**src/hw/rtl/pkcs1_chk_pkg.sv**
```systemverilog
package pkcs1_chk_pkg;

  // Widths fixed by the field definitions
  localparam int unsigned ByteW   = 8;
  localparam int unsigned PosW    = 10;
  localparam int unsigned BtW     = 2;
  localparam int unsigned CfgIdxW = 2;
  localparam int unsigned CfgW    = 10;
  localparam int unsigned KCmpW   = PosW + 1;

  localparam int unsigned MaxModulusBytes = 512;

  localparam logic [PosW-1:0] MinModulusBytes = 10'd11;
  localparam logic [PosW-1:0] MinSepPos       = 10'd10;

  localparam logic [PosW-1:0] RstModulusBytes = 10'd256;
  localparam logic [BtW-1:0]  RstBlockType    = 2'd2;
  localparam logic [PosW-1:0] RstMaxMsgBytes  = 10'd512;

  localparam logic [ByteW-1:0] ByteZero = 8'h00;
  localparam logic [ByteW-1:0] ByteFf   = 8'hFF;
  localparam logic [BtW-1:0]   BtSign   = 2'd1;

  typedef enum logic [CfgIdxW-1:0] {
    CfgModulusBytes = 2'd0,
    CfgBlockType    = 2'd1,
    CfgMaxMsgBytes  = 2'd2
  } cfg_idx_e;

  typedef enum logic [1:0] {
    PhHeader  = 2'd0,
    PhPad     = 2'd1,
    PhPayload = 2'd2
  } phase_e;

  typedef enum logic [1:0] {
    ErrNone    = 2'd0,
    ErrHeader  = 2'd1,
    ErrPadding = 2'd2,
    ErrLength  = 2'd3
  } err_e;

  // Request handed from classifier to output stage
  typedef struct packed {
    logic [ByteW-1:0] data;
    logic             pld_valid;
    logic             done;
    err_e             status;
    logic [PosW-1:0]  sep_pos;
  } req_t;

  // First error wins
  function automatic err_e flag_err(err_e cur, err_e code);
    return (cur == ErrNone) ? code : cur;
  endfunction

endpackage

```
**src/hw/rtl/pkcs1_chk_front.sv**
```systemverilog
module pkcs1_chk_front (
  input  logic                            clk_i,
  input  logic                            rst_ni,
  input  logic [pkcs1_chk_pkg::PosW-1:0]  k_i,
  input  logic [pkcs1_chk_pkg::BtW-1:0]   block_type_i,
  input  logic [pkcs1_chk_pkg::PosW-1:0]  max_msg_i,
  input  logic                            in_valid_i,
  output logic                            in_ready_o,
  input  logic [pkcs1_chk_pkg::ByteW-1:0] em_byte_i,
  input  logic                            q_full_i,
  output logic                            push_o,
  output pkcs1_chk_pkg::req_t             push_req_o
);
  import pkcs1_chk_pkg::*;

  logic [PosW-1:0] pos_q, pos_d, sep_q, sep_d, rem;
  phase_e          phase_q, phase_d;
  err_e            err_q, err_d;
  logic [KCmpW-1:0] pos_inc;
  logic            last, emit, accept;

  assign in_ready_o = !q_full_i;
  assign accept     = in_valid_i && in_ready_o;
  assign pos_inc    = {1'b0, pos_q} + KCmpW'(1);
  assign last       = (pos_inc >= {1'b0, k_i});
  assign rem        = (k_i > pos_q) ? (k_i - pos_q - PosW'(1)) : '0;

  always_comb begin
    phase_d = phase_q;
    err_d   = err_q;
    sep_d   = sep_q;
    emit    = 1'b0;
    unique case (phase_q)
      PhHeader: begin
        if (pos_q == '0) begin
          if (em_byte_i != ByteZero) err_d = flag_err(err_d, ErrHeader);
        end else begin
          if (em_byte_i != {{(ByteW-BtW){1'b0}}, block_type_i}) begin
            err_d = flag_err(err_d, ErrHeader);
          end
          phase_d = PhPad;
        end
      end
      PhPad: begin
        if (em_byte_i == ByteZero) begin
          sep_d = pos_q;
          if (pos_q < MinSepPos)    err_d = flag_err(err_d, ErrPadding);
          else if (max_msg_i < rem) err_d = flag_err(err_d, ErrLength);
          phase_d = PhPayload;
        end else if (block_type_i == BtSign && em_byte_i != ByteFf) begin
          err_d = flag_err(err_d, ErrPadding);
        end
      end
      PhPayload: emit = (err_q == ErrNone);
      default:   phase_d = PhHeader;
    endcase
    // no separator seen by the final byte
    if (last && phase_d != PhPayload) err_d = flag_err(err_d, ErrPadding);

    pos_d = last ? '0 : pos_q + PosW'(1);
  end

  assign push_o               = accept && (emit || last);
  assign push_req_o.data      = emit ? em_byte_i : ByteZero;
  assign push_req_o.pld_valid = emit;
  assign push_req_o.done      = last;
  assign push_req_o.status    = last ? err_d : ErrNone;
  assign push_req_o.sep_pos   = sep_d;

  always_ff @(posedge clk_i or negedge rst_ni) begin
    if (!rst_ni) begin
      pos_q   <= '0;
      phase_q <= PhHeader;
      sep_q   <= '0;
      err_q   <= ErrNone;
    end else if (accept) begin
      pos_q <= pos_d;
      if (last) begin
        phase_q <= PhHeader;
        sep_q   <= '0;
        err_q   <= ErrNone;
      end else begin
        phase_q <= phase_d;
        sep_q   <= sep_d;
        err_q   <= err_d;
      end
    end
  end

endmodule

```
**config.mk**
```make
export PLATFORM = sky130hd
export DESIGN_NAME = pkcs1_chk_front
export DESIGN_NICKNAME = d
export VERILOG_FILES = /design/src/hw/rtl/pkcs1_chk_pkg.sv /design/src/hw/rtl/pkcs1_chk_front.sv
export SDC_FILE = /design/constraint.sdc
export NUM_CORES = 1
export LEC_CHECK = 0
export BUFFER_PORTS_ARGS = -buffer_cell sky130_fd_sc_hd__buf_2
export CAP_MARGIN = 5
export CORE_MARGIN = 10
export CORE_UTILIZATION = 25
export CTS_CLUSTER_SIZE = 28
export DETAILED_ROUTE_END_ITERATION = 12
export PLACE_DENSITY = 0.47
export SLEW_MARGIN = 20
export SYNTH_ARGS = -nofsm -noshare
export SYNTH_HDL_FRONTEND = slang
export SYNTH_SLANG_ARGS = --single-unit
```
**constraint.sdc**
```tcl
create_clock -name clk_i -period 7.1 [get_ports clk_i]
set_clock_uncertainty 0.1 [all_clocks]
set_input_delay 0 -clock clk_i [delete_from_list [all_inputs] [get_ports clk_i]]
set_output_delay 0 -clock clk_i [all_outputs]
set_load 0.005 [all_outputs]
```
==> flow_metrics.env, run 1 <==
export IMPL_status="finished clean"
export IMPL_maxSlewViolCount=0
export IMPL_syn_to_final_growth_pct=17.27
export IMPL_critPathBufInv=2
export IMPL_cp_top_family="compound AO/OA/AOI/OAI gates"
export IMPL_wl_per_cell_um=15.71
export IMPL_dp_hpwl_um=6562
export IMPL_htreeDepth=1
export IMPL_path_class="flip-flop to primary output"
export IMPL_die_w_um=122.1
export IMPL_synth_cells=305
export IMPL_ant_nets=0
export IMPL_cts_tree="built"
export IMPL_hold_violations=0
export IMPL_wl_met3_um=297
export IMPL_fp_coreArea_sq_mm=0.01023
export IMPL_diodes=0
export IMPL_dieHeight_um=122.1
export IMPL_vias=2357
export IMPL_synth_ff_type="dfrtp_1"
export IMPL_rr_startpoint="pos_q[5]"
export IMPL_io_pins=58
export IMPL_path_cells="inv_1 > ha_1 > a21o_1 > a21oi_1 > o211ai_1 > a31o_2 > xor2_1 > nand2_1 > ha_1 > nand4_1 > o21ai_0 > o221ai_1 > o211a_1 > o21ai_1 > a21oi_1 > buf_2"
export IMPL_drc_errors=0
export IMPL_hp_start="q_full_i"
export IMPL_synth_seq_area_share_pct=23.03
export IMPL_cts_root_buf="clkbuf_8"
export IMPL_num_rows=37
export IMPL_min_path_type="input port to flip-flop"
export IMPL_setup_tns_ns=0
export IMPL_portBuffers=57
export IMPL_rsz0062_at_grt="false"
export IMPL_synth_mux_area_share_pct=0.3839
export IMPL_max_stage_delay_ns=0.58
export IMPL_drt_total_wl_um=7731
export IMPL_grt_antenna_before_repair=0
export IMPL_gp_congestion=0.8750
export IMPL_crit_cells=16
export IMPL_synthAdderAreaFrac_pct=16.12
export IMPL_ctsHoldBuffers=1
export IMPL_yosys_warnings=0
export IMPL_endpoint_kind="primary output"
export IMPL_rr_worst_depth=14
export IMPL_die_area_sq_mm=0.01491
export IMPL_cts_sinks=24
export IMPL_clock_path_buffers=2
export IMPL_whs_path_depth=4
export IMPL_synth_top_family_by_area="compound AO/OA/AOI/OAI gates"
export IMPL_grt_ovfl_total=0
export IMPL_nets=424
export IMPL_cts_resized=0
export IMPL_holdPathEnd="err_q[1]"
export IMPL_setup_viol=0
export IMPL_grt_use_total_pct=10.42
export IMPL_finish_utilization_pct=29.89
export IMPL_arrival_ns=3.99
export IMPL_startpoint_type="flip-flop"
export IMPL_reg2reg_slack_ns=3.25
export IMPL_layout_drive_gt1_share_pct=23.31
export IMPL_grt_pass1_wl_um=12650
export IMPL_crit_path_top_delay_cell="dfrtp_1"
export IMPL_synth_edf_count=0
export IMPL_grt_max_degree=25
export IMPL_netlist_area_sq_mm=0.002608
export IMPL_cts_buffers=3
export IMPL_max_cap_viol_count=0
export IMPL_drt_initial_drc_count=124
export IMPL_ys_ff_latch=24
export IMPL_worstReg2RegEnd="err_q[1]"
export IMPL_cts_setup_buffers=0
export IMPL_clk_latency_ns=0.27
export IMPL_power_leakage_nw=1.460
export IMPL_period_minus_slack_ns=4.087
export IMPL_maxUsedRoutingLayer="met4"
export IMPL_path_max_fanout=8
export IMPL_powerDensity_mw_per_mm2=182.0
export IMPL_synth_xor_area_share_pct=5.998
export IMPL_peakVddDrop_mv=0.07211
export IMPL_grt_pass1_vias=2391
export IMPL_start_util_pct=25.49
export IMPL_timing_fmax_mhz=244.7
export IMPL_slew_limit_headroom_pct=48.25
export IMPL_path_clk_slew_ns=0.09
export IMPL_drt_met1_wl_um=3913
export IMPL_wl_met2_um=3431
export IMPL_timing_final_crit_share_pct=57.56
export IMPL_tightest_slew_ns=0.7742
export IMPL_drt_pass1_iter_count=4
export IMPL_yosysUniqueCellTypes=60
export IMPL_fillers=1087
export IMPL_synth_simple_area_share_pct=20.68
export IMPL_synth_nets=372
export IMPL_required_ns=7.00
export IMPL_viasPerCell=4.791
export IMPL_syn_area_per_cell_sq_um=8.549
export IMPL_async_reset_ff_share_pct=100.0
export IMPL_synth_compound_area_share_pct=26.06
## worst reg2reg max path: cells and delay by family (launching register included)
kind / cells / cell delay, ns
adders and majority gates: 2 / 0.72
and+or+nand+nor: 3 / 0.35
DFF: 1 / 0.53
buffers and inverters: 1 / 0.20
AOI/OAI and AO/OA: 8 / 1.84
## per-stage QoR
stage / cells / hold WS [ns] / area (sq um) / worst slack, ns / power (mW)
3_3_place_gp: 487 / -0.06766 / 2993 / 3.198 / 0.4644
3_5_place_dp: 487 / -0.07615 / 2993 / 3.277 / 0.4653
5_1_grt: 492 / 0.1539 / 3058 / 2.634 / 0.6102
2_1_floorplan: 305 / -0.3956 / 2608 / 3.904 / 0.3884
4_1_cts: 492 / 0.1247 / 3058 / 3.016 / 0.5607
6_report: 492 / 0.1206 / 3058 / 3.013 / 0.5566
## cells in the mapped netlist (2+ instances only)
| cell type | n | area [sq um] |
|---|---|---|
| o21a_1 | 2 | 15.01 |
| a21o_1 | 5 | 37.54 |
| buf_6 | 2 | 22.52 |
| o2111ai_1 | 3 | 26.28 |
| buf_4 | 4 | 30.03 |
| clkbuf_1 | 3 | 11.26 |
| o211ai_1 | 3 | 22.52 |
| buf_2 | 2 | 10.01 |
| a21oi_1 | 12 | 60.06 |
| o22ai_1 | 3 | 18.77 |
| o31ai_1 | 3 | 22.52 |
| and2_1 | 9 | 56.30 |
| xnor2_1 | 13 | 113.9 |
| a22o_1 | 16 | 140.1 |
| nand3_1 | 7 | 35.03 |
| nor2b_1 | 4 | 25.02 |
| a211o_1 | 2 | 17.52 |
| nor3_1 | 4 | 20.02 |
| a211oi_1 | 3 | 22.52 |
| nor4_2 | 3 | 37.54 |
| ha_1 | 32 | 400.4 |
| nand4_1 | 10 | 62.56 |
| inv_1 | 33 | 123.9 |
| dfrtp_1 | 24 | 600.6 |
| o41ai_1 | 2 | 17.52 |
| o21ai_0 | 18 | 90.09 |
| nor2_1 | 20 | 75.07 |
| xor2_1 | 3 | 26.28 |
| nand2b_1 | 3 | 18.77 |
| nand2_1 | 27 | 101.4 |
## state kept, by name, indices dropped and copies added, names as in the netlist
name and flops:
err_q 2, phase_q 2, pos_q 10, sep_q 10
## worst max-delay path by stage
| stage | end | start | slack [ns] |
|---|---|---|---|
| global placement | err_q[1] | pos_q[5] | 3.20 |
| detailed placement | err_q[1] | pos_q[5] | 3.28 |
| CTS | push_req_o[11] | pos_q[5] | 3.02 |
| floorplan | err_q[1] | pos_q[1] | 3.90 |
| global route | push_req_o[11] | pos_q[5] | 2.63 |
| finish | push_req_o[11] | pos_q[1] | 3.01 |
## kinds of logic after synthesis
group           Yosys count
compound gates           88
mux                       1
flops                    24
buf+inv                  45
xor+xnor                 17
simple gates             97
fa+ha+maj                33
## layout by cell type (no fill, tap or decap), types with 7 or more instances in the layout
cell type,n
xnor2_1,13
dfrtp_1,24
nand3_1,7
inv_1,33
o21ai_0,18
a21oi_1,12
a22o_1,16
nor2_1,20
nand4_1,10
and2_1,9
nand2_1,27
ha_1,32
buf_2,57
## layer usage
layer,vias to the layer above,track usage (%)
li1,1205,-
met1,1098,14.63
met2,50,16.35
met3,4,1.295
met4,0,2.872
met5,-,0
## report_power, final
part	internal [mW]	total, mW	switching [mW]	leakage, nW
clock	0.0495	0.0942	0.0446	0.0288
combinational	0.122	0.272	0.150	1.12
sequential	0.152	0.190	0.0384	0.315
## area by class of cell
cell class                      instances  area [sq um]  area share [%]
Clock buffer                            4         55.05           1.800
Inverter                               33         123.9           4.051
Multi-Input combinational cell        236          1805           59.04
Sequential cell                        24         600.6           19.64
Tap cell                              136         170.2           5.565
Timing Repair Buffer                   59         302.8           9.902
No activity file was read; power rests on OpenSTA's default activity.
==> inputs of run 2 (changes only) <==
Settings changed: ABC_AREA from default to 1.
Clock period 7.1 ns to 3.9 ns, I/O delays scaled along.
==> flow_metrics.env, run 2 <==
export IMPL_worst_slack_ns=0.3140
export IMPL_diodes=0
export IMPL_met1_usage_pct=12.99
export IMPL_portBuffers=57
export IMPL_num_rows=36
export IMPL_grt_max_degree=25
export IMPL_drc_errors=0
export IMPL_multi_input_area_sq_mm=0.001695
export IMPL_viasPerCell=4.494
export IMPL_drt_pass1_iter_count=4
export IMPL_maxSlewViolCount=0
export IMPL_synth_nets=444
export IMPL_cts_tree="built"
export IMPL_synth_top_cell_area_share_pct=23.41
export IMPL_wl_per_cell_um=13.26
export IMPL_synth_seq_area_share_pct=23.41
export IMPL_tightest_slew_ns=0.7114
export IMPL_met3_usage_pct=1.908
export IMPL_grt_antenna_before_repair=0
export IMPL_yosysUniqueCellTypes=41
export IMPL_setup_viol=0
export IMPL_async_reset_ff_share_pct=100.0
export IMPL_max_cap_viol_count=0
export IMPL_timing_fmax_mhz=278.9
export IMPL_synth_edf_count=0
export IMPL_grt_pass1_vias=2462
export IMPL_htreeDepth=1
export IMPL_final_common_cell="nand2_1"
export IMPL_gp_congestion=0.8809
export IMPL_die_area_sq_mm=0.01471
export IMPL_startpoint_type="flip-flop"
export IMPL_power_leakage_nw=1.778
export IMPL_synth_area_leaders="dfrtp_1, ha_1, nand2_1"
export IMPL_nets=506
export IMPL_placed_area_sq_mm=0.002980
export IMPL_fillers=1101
export IMPL_syn_to_final_growth_pct=23.41
export IMPL_reg2reg_slack_ns=0.38
export IMPL_seq_area_sq_um=601.8
export IMPL_vias=2566
export IMPL_grt_ovfl_total=0
export IMPL_grt_pass1_wl_um=12100
export IMPL_reg_top3="pos_q: 10 flops, sep_q: 10 flops"
export IMPL_rr_worst_depth=20
export IMPL_path_max_fanout=4
export IMPL_whs_path_depth=5
export IMPL_worstReg2RegEnd="pos_q[1]"
export IMPL_peakVddDrop_mv=0.1823
export IMPL_pre_cts_ws_ns=0.08864
export IMPL_dp_hpwl_um=6301
export IMPL_fp_coreArea_sq_mm=0.009864
export IMPL_drt_total_wl_um=7571
export IMPL_rr_startpoint="pos_q[0]"
export IMPL_layout_common_cells="nand2_1, inv_1, buf_2"
export IMPL_ys_ff_latch=24
export IMPL_synth_cells=377
export IMPL_grt_use_total_pct=9.928
export IMPL_yosysTopAreaCell="dfrtp_1"
export IMPL_die_w_um=121.3
export IMPL_clock_path_buffers=2
export IMPL_grtUsageMet2_pct=16.47
export IMPL_slew_limit_headroom_pct=52.46
export IMPL_fin_area_sq_mm=0.003166
export IMPL_synthMostInstantiatedCell="nand2_1"
export IMPL_synth_ff_type="dfrtp_1"
export IMPL_path_class="flip-flop to primary output"
export IMPL_powerDensity_mw_per_mm2=478.7
export IMPL_required_ns=3.80
export IMPL_path_clk_slew_ns=0.09
export IMPL_netlist_area_sq_mm=0.002565
export IMPL_dieHeight_um=121.3
export IMPL_synth_common_cells="nand2_1, inv_1, ha_1"
export IMPL_hp_start="em_byte_i[0]"
export IMPL_min_path_type="input port to flip-flop"
export IMPL_setup_tns_ns=0
export IMPL_period_minus_slack_ns=3.586
export IMPL_ant_nets=0
export IMPL_endpoint_kind="primary output"
export IMPL_cts_buffers=3
export IMPL_start_util_pct=26.00
export IMPL_status="finished clean"
export IMPL_yosys_warnings=0
export IMPL_holdPathEnd="phase_q[0]"
export IMPL_cts_sinks=24
export IMPL_syn_area_per_cell_sq_um=6.804
export IMPL_layout_drive_gt1_share_pct=22.15
export IMPL_grt_busiest_layer="met2"
export IMPL_clk_latency_ns=0.27
export IMPL_arrival_ns=3.49
export IMPL_hold_violations=0
export IMPL_drt_initial_drc_count=95
export IMPL_timing_final_crit_share_pct=91.95
export IMPL_cts_root_buf="clkbuf_8"
export IMPL_io_pins=58
-- run 2: worst max-delay path by stage --
stage / slack (ns) / end / startpoint
4_1_cts: 0.01 / push_req_o[11] / pos_q[0]
3_5_place_dp: 0.09 / err_q[1] / pos_q[0]
6_report: 0.31 / push_req_o[11] / pos_q[0]
3_3_place_gp: 0.20 / err_q[1] / pos_q[0]
5_1_grt: -0.02 / push_req_o[11] / pos_q[0]
2_1_floorplan: 0.68 / err_q[1] / pos_q[0]
-- run 2: cell families after synthesis --
logic type | Yosys count | synth area share (%)
compound gates | 76 | 17.61
xor+xnor | 11 | 3.756
fa+ha+maj | 33 | 16.39
buf+inv | 86 | 13.37
flops | 24 | 23.41
simple gates | 147 | 25.46
-- run 2: timing repair --
| action | in CTS | in global routing |
|---|---|---|
| endpoints found under the setup margin | 2 | 6 |
| pin swaps | 0 | 0 |
| gates resized for setup | 2 | 15 |
| setup buffers | 0 | 6 |
| hold buffers | 1 | 0 |
| endpoints found under the hold margin | 24 | 0 |
-- run 2: critical path, cell delays in order (launching register included) --
cell and delay [ns]:
dfrtp_1 0.42, inv_2 0.07, ha_2 0.20, inv_1 0.07
fa_1 0.41, nor2_1 0.15, nor2_1 0.07, o21ai_2 0.16
a21oi_1 0.09, or2_2 0.27, nand3_1 0.07, ha_1 0.22
nand2_1 0.08, inv_1 0.04, nand3_1 0.08, inv_1 0.08
a21oi_4 0.19, nand2_1 0.07, nand2_1 0.06, nand2_1 0.04
nand2_1 0.05, nand2_1 0.06, a21oi_1 0.13, buf_2 0.13
-- run 2: area by class of cell --
class | instances | share of cell area, %
tap | 133 | 5.257
timing repair buffer | 66 | 11.23
multi-input combinational | 267 | 53.56
clock buffer | 4 | 1.739
sequential | 24 | 19.01
inverter | 77 | 9.209
-- run 2: stage by stage --
| step | utilization [%] | total power, mW | hold slack, ns | instances |
|---|---|---|---|---|
| finish | 32.09 | 1.515 | 0.1061 | 571 |
| global route | 32.09 | 1.696 | 0.1401 | 571 |
| CTS | 30.91 | 1.447 | 0.1048 | 565 |
| detailed placement | 30.21 | 1.261 | -0.06585 | 560 |
| global placement | 30.21 | 1.259 | -0.05911 | 560 |
| floorplan | - | 1.016 | -0.3956 | 377 |
-- run 2: per-layer routing --
metal	vias up	share of wire [%]
li1	1348	-
met1	1171	47
met2	40	49
met3	7	2.7
met4	0	1.1
met5	-	0
-- run 2: power by group --
part | leakage [nW] | total, mW | internal [mW] | switching (mW)
sequential | 0.321 | 0.354 | 0.300 | 0.0540
combinational | 1.43 | 0.986 | 0.401 | 0.585
clock | 0.0288 | 0.175 | 0.0903 | 0.0850
total | 1.78 | 1.52 | 0.791 | 0.724
